**config.mk**
```make
export PLATFORM = sky130hd
export DESIGN_NAME = terminal_escape_key_decoder_top
export DESIGN_NICKNAME = d
export VERILOG_FILES = /design/src/rtl/core/tekd_pkg.sv /design/src/rtl/core/terminal_escape_key_decoder_top.sv
export VERILOG_INCLUDE_DIRS = /design/src /design/src/rtl/core
export SDC_FILE = /design/constraint.sdc
export NUM_CORES = 1
export LEC_CHECK = 0
export BUFFER_PORTS_ARGS = -buffer_cell sky130_fd_sc_hd__buf_4
export CORE_MARGIN = 4
export CORE_UTILIZATION = 52
export CTS_BUF_LIST = sky130_fd_sc_hd__clkbuf_16
export DETAILED_ROUTE_END_ITERATION = 10
export PLACE_DENSITY = 0.71
export SLEW_MARGIN = 20
export SYNTH_ARGS = -nofsm -noshare
export SYNTH_HDL_FRONTEND = slang
export SYNTH_SLANG_ARGS = --single-unit
```
**constraint.sdc**
```tcl
create_clock -name clk_i -period 3.9 [get_ports clk_i]
set_input_delay 0.195 -clock clk_i [delete_from_list [all_inputs] [get_ports clk_i]]
set_output_delay 0.195 -clock clk_i [all_outputs]
set_load 0.05 [all_outputs]
```
**src/rtl/core/terminal_escape_key_decoder_top_assert.svh**
```systemverilog
// ----------------------------------------------------------------------------
// Terminal escape key decoder assertion macros
// Short forms for the concurrent checks of the decoder, clocked on clk_i and
// held off while rst_ni is low.
// ----------------------------------------------------------------------------
`ifndef TERMINAL_ESCAPE_KEY_DECODER_TOP_ASSERT_SVH
`define TERMINAL_ESCAPE_KEY_DECODER_TOP_ASSERT_SVH

// The condition must hold at every clock edge outside reset.
`define TEKD_ASSERT_ALWAYS(label, cond, msg) \
  label: assert property (@(posedge clk_i) disable iff (!rst_ni) (cond)) \
    else $error(msg);

// When the trigger holds, the result must hold at the next clock edge.
`define TEKD_ASSERT_NEXT(label, trig, res, msg) \
  label: assert property (@(posedge clk_i) disable iff (!rst_ni) (trig) |=> (res)) \
    else $error(msg);

`endif

```
**src/rtl/core/tekd_pkg.sv**
```systemverilog
// ----------------------------------------------------------------------------
// Terminal escape key decoder package
// Decode modes, event kinds, character constants and special key codes.
// ----------------------------------------------------------------------------
package tekd_pkg;

  typedef enum logic [1:0] {
    MODE_IDLE = 2'd0,
    MODE_ESC  = 2'd1,
    MODE_CSI  = 2'd2
  } mode_e;

  typedef enum logic [1:0] {
    FUNC_BYTE    = 2'd0,
    FUNC_TIMEOUT = 2'd1,
    FUNC_ALARM   = 2'd2,
    FUNC_UNUSED  = 2'd3
  } func_e;

  localparam logic [7:0] CH_ESC      = 8'h1B;
  localparam logic [7:0] CH_LBRACKET = 8'h5B;
  localparam logic [7:0] CH_A        = 8'h41;
  localparam logic [7:0] CH_B        = 8'h42;
  localparam logic [7:0] CH_C        = 8'h43;
  localparam logic [7:0] CH_D        = 8'h44;
  localparam logic [7:0] CH_TILDE    = 8'h7E;
  localparam logic [7:0] CH_0        = 8'h30;
  localparam logic [7:0] CH_9        = 8'h39;

  localparam logic [7:0] KEY_LEFT   = 8'd0;
  localparam logic [7:0] KEY_RIGHT  = 8'd1;
  localparam logic [7:0] KEY_UP     = 8'd2;
  localparam logic [7:0] KEY_DOWN   = 8'd3;
  localparam logic [7:0] KEY_INSERT = 8'd4;
  localparam logic [7:0] KEY_DELETE = 8'd5;
  localparam logic [7:0] KEY_HOME   = 8'd6;
  localparam logic [7:0] KEY_END    = 8'd7;
  localparam logic [7:0] KEY_PGUP   = 8'd8;
  localparam logic [7:0] KEY_PGDN   = 8'd9;
  localparam logic [7:0] KEY_TICK   = 8'd10;

  localparam int unsigned ArgWidth = 16;

  // Editing key selected by the argument of an "ESC [ n ~" sequence.
  function automatic logic [7:0] tilde_key(input logic [2:0] arg);
    logic [7:0] key;
    case (arg)
      3'd1:    key = KEY_HOME;
      3'd2:    key = KEY_INSERT;
      3'd3:    key = KEY_DELETE;
      3'd4:    key = KEY_END;
      3'd5:    key = KEY_PGUP;
      3'd6:    key = KEY_PGDN;
      default: key = KEY_TICK;
    endcase
    return key;
  endfunction

endpackage

```
**src/rtl/core/terminal_escape_key_decoder_top.sv**
```systemverilog
// ----------------------------------------------------------------------------
// Terminal escape key decoder
// Turns a stream of keyboard events into plain bytes and decoded keys.
// ----------------------------------------------------------------------------
// Usage:
// The input channel carries one event per transfer: func_i selects a received
// byte, a read timeout or a timer alarm, and rx_byte_i holds the byte. Each
// event gives zero or one result on the output channel: is_special_o tells a
// decoded key (arrows, editing keys, tick) from a plain byte in key_code_o.
// Both channels use valid and stall; a transfer happens at a rising edge with
// valid high and stall low.
// An event is captured in an input register and decoded into the result
// register when that register is free, and the result leaves from there. One
// event per cycle is sustained while out_stall_i stays low; the single pass of
// decode logic between the two registers sets that figure.
// When the receiver stalls, the result register holds its result; the input
// register still takes one more event, and in_stall_o rises only once both
// registers are full. An event waits in the input register for a free result
// register even when it gives no result.
// Reset returns the decoder to idle with a zero argument and empties both
// registers.
module terminal_escape_key_decoder_top
  import tekd_pkg::*;
(
  input  logic       clk_i,
  input  logic       rst_ni,
  input  logic       in_valid_i,
  output logic       in_stall_o,
  input  logic [1:0] func_i,
  input  logic [7:0] rx_byte_i,
  output logic       out_valid_o,
  input  logic       out_stall_i,
  output logic       is_special_o,
  output logic [7:0] key_code_o
);

  logic                s1_valid_q, s1_valid_d;
  logic [1:0]          s1_func_q;
  logic [7:0]          s1_byte_q;
  logic                out_valid_q, out_valid_d;
  logic                out_special_q;
  logic [7:0]          out_code_q;
  mode_e               mode_q, mode_d;
  logic [ArgWidth-1:0] arg_q, arg_d;

  logic                in_accept;
  logic                out_free;
  logic                s1_adv;
  logic                res_valid;
  logic                res_special;
  logic [7:0]          res_code;
  logic [3:0]          digit;
  logic                arg_in_range;

  assign out_free   = !out_valid_q || !out_stall_i;
  assign s1_adv     = s1_valid_q && out_free;
  assign in_stall_o = s1_valid_q && !out_free;
  assign in_accept  = in_valid_i && !in_stall_o;

  assign digit        = 4'(s1_byte_q - CH_0);
  assign arg_in_range = (arg_q[ArgWidth-1:3] == '0) && (arg_q[2:0] != 3'd0)
                        && (arg_q[2:0] != 3'd7);

  always_comb begin
    mode_d      = mode_q;
    arg_d       = arg_q;
    res_valid   = 1'b0;
    res_special = 1'b0;
    res_code    = s1_byte_q;
    if (s1_adv) begin
      case (func_e'(s1_func_q))
        FUNC_ALARM: begin
          res_valid   = 1'b1;
          res_special = 1'b1;
          res_code    = KEY_TICK;
        end
        FUNC_TIMEOUT: begin
          if (mode_q == MODE_ESC || mode_q == MODE_CSI) begin
            mode_d    = MODE_IDLE;
            res_valid = 1'b1;
            res_code  = CH_ESC;
          end
        end
        FUNC_BYTE: begin
          case (mode_q)
            MODE_ESC: begin
              if (s1_byte_q == CH_LBRACKET) begin
                mode_d = MODE_CSI;
                arg_d  = '0;
              end else begin
                // The byte after a lone ESC is dropped.
                mode_d    = MODE_IDLE;
                res_valid = 1'b1;
                res_code  = CH_ESC;
              end
            end
            MODE_CSI: begin
              if (s1_byte_q >= CH_0 && s1_byte_q <= CH_9) begin
                // Times ten as two shifts; the sum wraps at the argument width.
                arg_d = (arg_q << 3) + (arg_q << 1) + ArgWidth'(digit);
              end else begin
                mode_d      = MODE_IDLE;
                res_special = 1'b1;
                if (s1_byte_q == CH_A) begin
                  res_valid = 1'b1;
                  res_code  = KEY_UP;
                end else if (s1_byte_q == CH_B) begin
                  res_valid = 1'b1;
                  res_code  = KEY_DOWN;
                end else if (s1_byte_q == CH_C) begin
                  res_valid = 1'b1;
                  res_code  = KEY_RIGHT;
                end else if (s1_byte_q == CH_D) begin
                  res_valid = 1'b1;
                  res_code  = KEY_LEFT;
                end else if (s1_byte_q == CH_TILDE && arg_in_range) begin
                  res_valid = 1'b1;
                  res_code  = tilde_key(arg_q[2:0]);
                end
              end
            end
            default: begin
              if (s1_byte_q == CH_ESC) begin
                mode_d = MODE_ESC;
              end else begin
                mode_d    = MODE_IDLE;
                res_valid = 1'b1;
              end
            end
          endcase
        end
        default: begin
        end
      endcase
    end
  end

  always_comb begin
    s1_valid_d = s1_valid_q;
    if (in_accept) begin
      s1_valid_d = 1'b1;
    end else if (s1_adv) begin
      s1_valid_d = 1'b0;
    end
    out_valid_d = out_valid_q;
    if (out_free) begin
      out_valid_d = s1_adv && res_valid;
    end
  end

  always_ff @(posedge clk_i or negedge rst_ni) begin
    if (!rst_ni) begin
      s1_valid_q  <= 1'b0;
      out_valid_q <= 1'b0;
      mode_q      <= MODE_IDLE;
      arg_q       <= '0;
    end else begin
      s1_valid_q  <= s1_valid_d;
      out_valid_q <= out_valid_d;
      mode_q      <= mode_d;
      arg_q       <= arg_d;
    end
  end

  always_ff @(posedge clk_i) begin
    if (in_accept) begin
      s1_func_q <= func_i;
      s1_byte_q <= rx_byte_i;
    end
    if (s1_adv && res_valid) begin
      out_special_q <= res_special;
      out_code_q    <= res_code;
    end
  end

  assign out_valid_o  = out_valid_q;
  assign is_special_o = out_special_q;
  assign key_code_o   = out_code_q;

  `include "terminal_escape_key_decoder_top_assert.svh"

  `TEKD_ASSERT_ALWAYS(a_stall_only_when_full, !in_stall_o || (s1_valid_q && out_valid_q), "input stalled with a free stage")
  `TEKD_ASSERT_NEXT(a_alarm_gives_tick, s1_adv && s1_func_q == FUNC_ALARM, out_valid_o && is_special_o && key_code_o == KEY_TICK, "alarm did not give a tick")
  `TEKD_ASSERT_NEXT(a_alarm_keeps_mode, s1_adv && s1_func_q == FUNC_ALARM, $stable(mode_q) && $stable(arg_q), "alarm changed the decode state")
  `TEKD_ASSERT_NEXT(a_timeout_in_seq, s1_adv && s1_func_q == FUNC_TIMEOUT && mode_q != MODE_IDLE, mode_q == MODE_IDLE && out_valid_o && !is_special_o && key_code_o == CH_ESC, "timeout in a sequence did not give ESC")

endmodule
```
==> flow_metrics.env, run 1 <==
export IMPL_status="finished clean"
export IMPL_ios=25
export IMPL_total_leakage_power_nw=1.41
export IMPL_finalCritPeriodShare_pct=73.5
export IMPL_finalHoldViolations=0
export IMPL_clkLatencyLatePin_ns=0.28
export IMPL_power_switching_mw=0.282
export IMPL_portBuffers=24
export IMPL_setup_viol=0
export IMPL_crit_arrival_ns=3.01
export IMPL_final_cell_mix="nand2_1 (31), ha_1 (28), buf_4 (24)"
export IMPL_finalCriticalPeriod_ns=2.86
export IMPL_tns_ns=0
export IMPL_clk_path_buf_depth=2
export IMPL_whs_path_depth=1
export IMPL_seq_area_frac_synth_pct=39.3
export IMPL_cts_setup_buffers=0
export IMPL_num_vias=2216
export IMPL_stdcell_area_mm2=0.00311
export IMPL_rows=26
export IMPL_drtPass1Iterations=5
export IMPL_r2r_slack_ns=1.04
export IMPL_fmax_mhz=349
export IMPL_reg2reg_depth=10
export IMPL_intPower_mw=0.750
export IMPL_area_growth_pct=14.2
export IMPL_cp_max_fo=8
export IMPL_filler_cell_count=455
export IMPL_ys_ff_latch=39
export IMPL_core_area_mm2=0.00511
export IMPL_synth_area_mm2=0.00273
export IMPL_timing_rr_start="s1_byte_q[2]"
export IMPL_switching_share_pct=27.3
export IMPL_ir_worst_vdd_v=0.000253
export IMPL_drive_gt1_share_pct=13.2
export IMPL_min_path_type="in -> reg"
export IMPL_p_comb_share_pct=14.9
export IMPL_finalClockSkew_ns=0.00442
export IMPL_worst_slew_pin_slew_ns=0.697
export IMPL_gp_congestion=0.922
export IMPL_die_area_mm2=0.00647
export IMPL_end_kind="flip-flop"
export IMPL_yosys_warnings=0
export IMPL_synth_flop_cell="dfrtp_1"
export IMPL_crit_type="reg -> reg"
export IMPL_async_flop_share_pct=51.3
export IMPL_viasPerCell=5.93
export IMPL_powerDensity_mw_per_mm2=331
export IMPL_antenna_found_initial=0
export IMPL_synth_edf_count=19
export IMPL_drc_errors=0
export IMPL_r2r_end="arg_q[10]"
export IMPL_setup_worst_path_start_class="flip-flop"
export IMPL_grt_max_degree=21
export IMPL_drtAntennaViolNets=0
export IMPL_num_antenna_cells=0
export IMPL_die_h_um=80.4
export IMPL_initial_core_util_pct=53.4
export IMPL_root_buffer="clkbuf_16"
export IMPL_die_x_um=80.4
export IMPL_finalMaxSlewViolations=0
export IMPL_max_cap_violations=0
export IMPL_wirelength_mm=6.02
export IMPL_overflow=0
export IMPL_cts_tree="done"
export IMPL_dp_slack_ns=1.09
export IMPL_clkTransAtPathRegs_ns=0.06
export IMPL_dpl_instance_area_mm2=0.00296
export IMPL_pwr_share_seq_pct=47.2
export IMPL_required_ns=4.05
export IMPL_gr_usage_all_layers_pct=20.6
export IMPL_p_clk_share_pct=37.8
export IMPL_yosysTopAreaCell="edfxtp_1"
export IMPL_whs_ns=0.0878
export IMPL_power_mw=1.03
export IMPL_setup_slack_ns=1.04
export IMPL_numCtsBuffers=5
export IMPL_syn_nets=323
export IMPL_nets=347
export IMPL_numClockSinks=39
export IMPL_hpwl_mm=4.52
export IMPL_synthTopCellsByArea="edfxtp_1 (21%), dfrtp_1 (18%), ha_1 (13%)"
export IMPL_holdPathEnd="s1_byte_q[2]"
export IMPL_layout_commonest_cell="nand2_1"
export IMPL_synth_area_per_cell_um2=9.78
export IMPL_worstHoldStart="rx_byte_i[2]"
export IMPL_grt_pass1_wl_mm=10.3
export IMPL_slew_headroom_pct=53.4
export IMPL_drt_initial_drc_count=210
export IMPL_wl_per_cell_um=16.1
export IMPL_grt_pass1_vias=2111
export IMPL_postSynthCellCount=279
export IMPL_synth_cell_types=59
export IMPL_rsz0062_at_grt="no"
export IMPL_synth_top_area_share_pct=20.9
export IMPL_cts_max_level=2
[synth_stat cells (2+ instances only)]
master / instances
mux2i_1: 2
xor2_1: 5
xnor2_1: 7
nor3_1: 6
a21oi_1: 20
a211o_1: 3
clkbuf_1: 6
o31ai_1: 3
a31oi_1: 3
and2_1: 2
buf_2: 2
a2111oi_0: 2
nor2b_1: 5
inv_1: 13
dfrtp_1: 20
o21a_1: 2
nor2_1: 10
ha_1: 28
nand2b_1: 4
nand4_1: 6
a22o_1: 3
a211oi_1: 3
nand2_1: 31
a21o_1: 5
fa_1: 2
o211ai_1: 2
o21ai_0: 15
edfxtp_1: 19
o21ai_1: 8
nand3_1: 9
nor4_1: 3
and3_1: 3
[sequential cells by signal, indices dropped and copies added (netlist names)]
| signal | count |
|---|---|
| out_valid_o | 1 |
| mode_q | 2 |
| s1_func_q | 2 |
| key_code_o | 8 |
| is_special_o | 1 |
| s1_valid_q | 1 |
| arg_q | 16 |
| s1_byte_q | 8 |
[area by class of cell]
cell class	count	area (um^2)	share of cell area, %
Multi-Input combinational cell	219	1580	50.6
Sequential cell	39	1070	34.4
Timing Repair Buffer	25	190	6.11
Clock buffer	5	125	4.02
Tap cell	70	87.6	2.81
Inverter	13	48.8	1.57
Clock inverter	3	16.3	0.522
[worst max-delay path, stage by stage (launching register included)]
cell and delay, ns:
edfxtp_1 0.52, ha_1 0.33, ha_1 0.23, inv_1 0.08, fa_1 0.21, nor2b_1 0.07
o31ai_1 0.44, nand2_1 0.16, and3_1 0.21, a2111oi_0 0.38, o31ai_1 0.10
[how the worst max path moves through the flow]
stage | start | to | slack (ns)
3_3_place_gp | s1_byte_q[3] | arg_q[10] | 1.17
3_5_place_dp | s1_byte_q[2] | arg_q[10] | 1.09
5_1_grt | s1_byte_q[2] | arg_q[10] | 0.89
4_1_cts | arg_q[0] | arg_q[10] | 1.07
6_report | s1_byte_q[2] | arg_q[10] | 1.04
2_1_floorplan | arg_q[0] | arg_q[10] | 1.35
[per-layer routing]
metal	vias to the layer above	part of all wire, %	global-route usage [%]
met5	-	0	0
met4	0	1.0	4.05
met3	7	5.3	3.70
met2	63	45	31.5
met1	1045	49	30.6
li1	1101	-	-
[through the flow]
stage               instances  utilization, %
finish                    374            61.0
global route              374            61.0
CTS                       374            61.0
detailed placement        365            58.0
global placement          365            58.0
floorplan                 279               -
[cells by family after synthesis]
logic type               count (synthesis)  share of synthesized area, %
AND/OR/NAND/NOR                         91                          18.3
buffers and inverters                   21                          2.98
flip-flops                              39                          39.3
adder cells (fa/ha/maj)                 30                          14.3
XOR/XNOR                                12                          3.85
AO/OA/AOI/OAI                           83                          20.2
multiplexers                             3                          1.15
[timing repair]
item / CTS / global route
hold buffers: 1 / 0
endpoints found under the hold margin: 20 / 0
resized for setup: 0 / 0
[power groups by stage]
| stage | Sequential (mW) | Clock [mW] | Combinational [mW] |
|---|---|---|---|
| global placement | 0.494 | 0 | 0.153 |
| global route | 0.490 | 0.422 | 0.167 |
| finish | 0.487 | 0.390 | 0.154 |
| floorplan | 0.531 | 0 | 0.0631 |
| detailed placement | 0.495 | 0 | 0.154 |
| CTS | 0.487 | 0.395 | 0.155 |
(Power assumes the default switching activity.)
==> inputs of run 2 (changes only) <==
--- a/config.mk
+++ b/config.mk
@@ -11,7 +11,7 @@
 export CORE_UTILIZATION = 52
 export CTS_BUF_LIST = sky130_fd_sc_hd__clkbuf_16
 export DETAILED_ROUTE_END_ITERATION = 10
-export PLACE_DENSITY = 0.71
+export PLACE_DENSITY = 0.74
 export SLEW_MARGIN = 20
 export SYNTH_ARGS = -nofsm -noshare
 export SYNTH_HDL_FRONTEND = slang
==> constraint.sdc (replaced) <==
create_clock -name clk_i -period 2.62 [get_ports clk_i]
set_input_delay 0.131 -clock clk_i [delete_from_list [all_inputs] [get_ports clk_i]]
set_output_delay 0.131 -clock clk_i [all_outputs]
set_load 0.05 [all_outputs]
==> flow_metrics.env, run 2 (same netlist as run 1, synthesis figures left out) <==
export IMPL_status="finished clean"
export IMPL_p_clk_share_pct=41.1
export IMPL_cpPeakStageDelay_ns=0.51
export IMPL_pwr_share_seq_pct=42.6
export IMPL_clk_path_buf_depth=2
export IMPL_nets=366
export IMPL_setup_viol=0
export IMPL_grt_pass1_wl_mm=10.1
export IMPL_initial_core_util_pct=53.4
export IMPL_die_x_um=80.4
export IMPL_wirelength_mm=6.21
export IMPL_total_leakage_power_nw=1.51
export IMPL_clkLatencyLatePin_ns=0.28
export IMPL_layout_commonest_cell="buf_4"
export IMPL_switching_share_pct=25.8
export IMPL_worst_slew_pin_slew_ns=0.484
export IMPL_wl_per_cell_um=15.8
export IMPL_crit_arrival_ns=2.55
export IMPL_powerDensity_mw_per_mm2=502
export IMPL_cp_max_fo=5
export IMPL_fmax_mhz=393
export IMPL_crit_type="reg -> reg"
export IMPL_setup_worst_path_start_class="flip-flop"
export IMPL_rows=26
export IMPL_crit_top_cell="buf_6"
export IMPL_gp_congestion=0.964
export IMPL_seq_area_mm2=0.00107
export IMPL_dp_slack_ns=-0.0844
export IMPL_root_buffer="clkbuf_16"
export IMPL_largest_register="arg_q"
export IMPL_finalClockSkew_ns=0.00543
export IMPL_die_area_mm2=0.00647
export IMPL_drt_initial_drc_count=287
export IMPL_antenna_found_initial=0
export IMPL_finalMaxSlewViolations=0
export IMPL_stdcell_area_mm2=0.00333
export IMPL_power_switching_mw=0.432
export IMPL_max_cap_violations=0
export IMPL_grt_pass1_vias=2176
export IMPL_hpwl_mm=4.60
export IMPL_finalHoldViolations=0
export IMPL_numCtsBuffers=5
export IMPL_portBuffers=24
export IMPL_num_vias=2320
export IMPL_setup_slack_ns=0.0727
export IMPL_area_growth_pct=22.1
export IMPL_die_h_um=80.4
export IMPL_end_kind="flip-flop"
export IMPL_core_area_mm2=0.00511
export IMPL_ir_worst_vdd_v=0.000422
export IMPL_cts_tree="done"
export IMPL_numClockSinks=39
export IMPL_finalCritPeriodShare_pct=97.2
export IMPL_slew_headroom_pct=67.5
export IMPL_filler_cell_count=422
export IMPL_largest_reg_flops=16
export IMPL_ios=25
export IMPL_cp_slowest_cell="or4b_4"
export IMPL_finalCriticalPeriod_ns=2.55
export IMPL_clkTransAtPathRegs_ns=0.06
export IMPL_required_ns=2.62
export IMPL_drtPass1Iterations=4
export IMPL_drive_gt1_share_pct=20.7
export IMPL_intPower_mw=1.24
export IMPL_final_cell_mix="buf_4 (40), nand2_1 (31), ha_1 (28)"
export IMPL_path_cells="buf_6 -> or4b_4 -> nor4b_4 -> o21ba_4 -> o211ai_2 -> a31oi_2 -> nor2_2 -> buf_6"
export IMPL_p_comb_share_pct=16.4
export IMPL_drc_errors=0
export IMPL_power_mw=1.67
export IMPL_grt_max_degree=21
export IMPL_num_antenna_cells=0
export IMPL_dpl_instance_area_mm2=0.00309
export IMPL_gr_usage_all_layers_pct=20.2
export IMPL_min_path_type="in -> reg"
export IMPL_multi_input_area_mm2=0.00161
export IMPL_cts_max_level=2
export IMPL_drtAntennaViolNets=0
export IMPL_overflow=0
export IMPL_viasPerCell=5.90
[run 2: layer usage]
layer | track usage [%] | up-vias | wire length, um
met5 | 0 | - | 0
met4 | 6.76 | 0 | 100
met3 | 4.04 | 12 | 293
met2 | 32.0 | 68 | 2960
met1 | 27.6 | 1096 | 2860
li1 | - | 1144 | -
[run 2: worst max-delay path, delay by kind of cell, from the launching register on]
kind / cells / cell delay, ns
and+or+nand+nor: 3 / 1.03
buffers and inverters: 2 / 0.30
DFF: 1 / 0.44
AOI/OAI and AO/OA: 3 / 0.48
[run 2: repair_timing]
item / CTS / global route
setup buffers: 0 / 1
hold buffers: 1 / 0
pin swaps: 0 / 6
cloned: 0 / 1
hold endpoints to repair: 20 / 0
gates resized for setup: 1 / 12
endpoints found under the setup margin: 1 / 13
[run 2: worst paths after layout]
check / startpoint / end / slack, ns / cells after the start
setup / recovery: s1_byte_q[3] / key_code_o[3] / 0.07 / 8
hold / removal: rx_byte_i[4] / s1_byte_q[4] / 0.03 / 1
hold reg to reg: arg_q[15] / arg_q[15] / 0.50 / 2
min in group asynchronous: rst_ni / arg_q[15] / 0.28 / 2
setup reg to reg: s1_byte_q[3] / key_code_o[3] / 0.07 / 8
max in group asynchronous: rst_ni / arg_q[0] / 2.08 / 2
[run 2: power groups by stage]
stage	Clock [mW]	Combinational, mW	Sequential (mW)
global route	0.732	0.292	0.715
floorplan	0	0.0939	0.790
CTS	0.704	0.260	0.711
detailed placement	0	0.257	0.723
finish	0.686	0.274	0.712
global placement	0	0.254	0.722
[run 2: metrics by stage]
stage / utilization [%] / hold slack, ns / TNS [ns] / std cells
floorplan: - / -0.165 / 0 / 279
global placement: 60.5 / 0.0380 / 0 / 382
detailed placement: 60.5 / 0.0438 / -0.0844 / 382
CTS: 64.1 / 0.0185 / 0 / 391
global route: 65.2 / 0.0115 / -0.192 / 393
finish: 65.2 / 0.0263 / 0 / 393
[run 2: cell type report]
cell class / count / area share (%)
repair buffers: 44 / 10.3
clock inverters: 3 / 1.31
flip-flops and latches: 39 / 32.2
clock buffers: 5 / 3.76
inverters: 13 / 1.47
multi-input cells: 219 / 48.3
well taps: 70 / 2.63
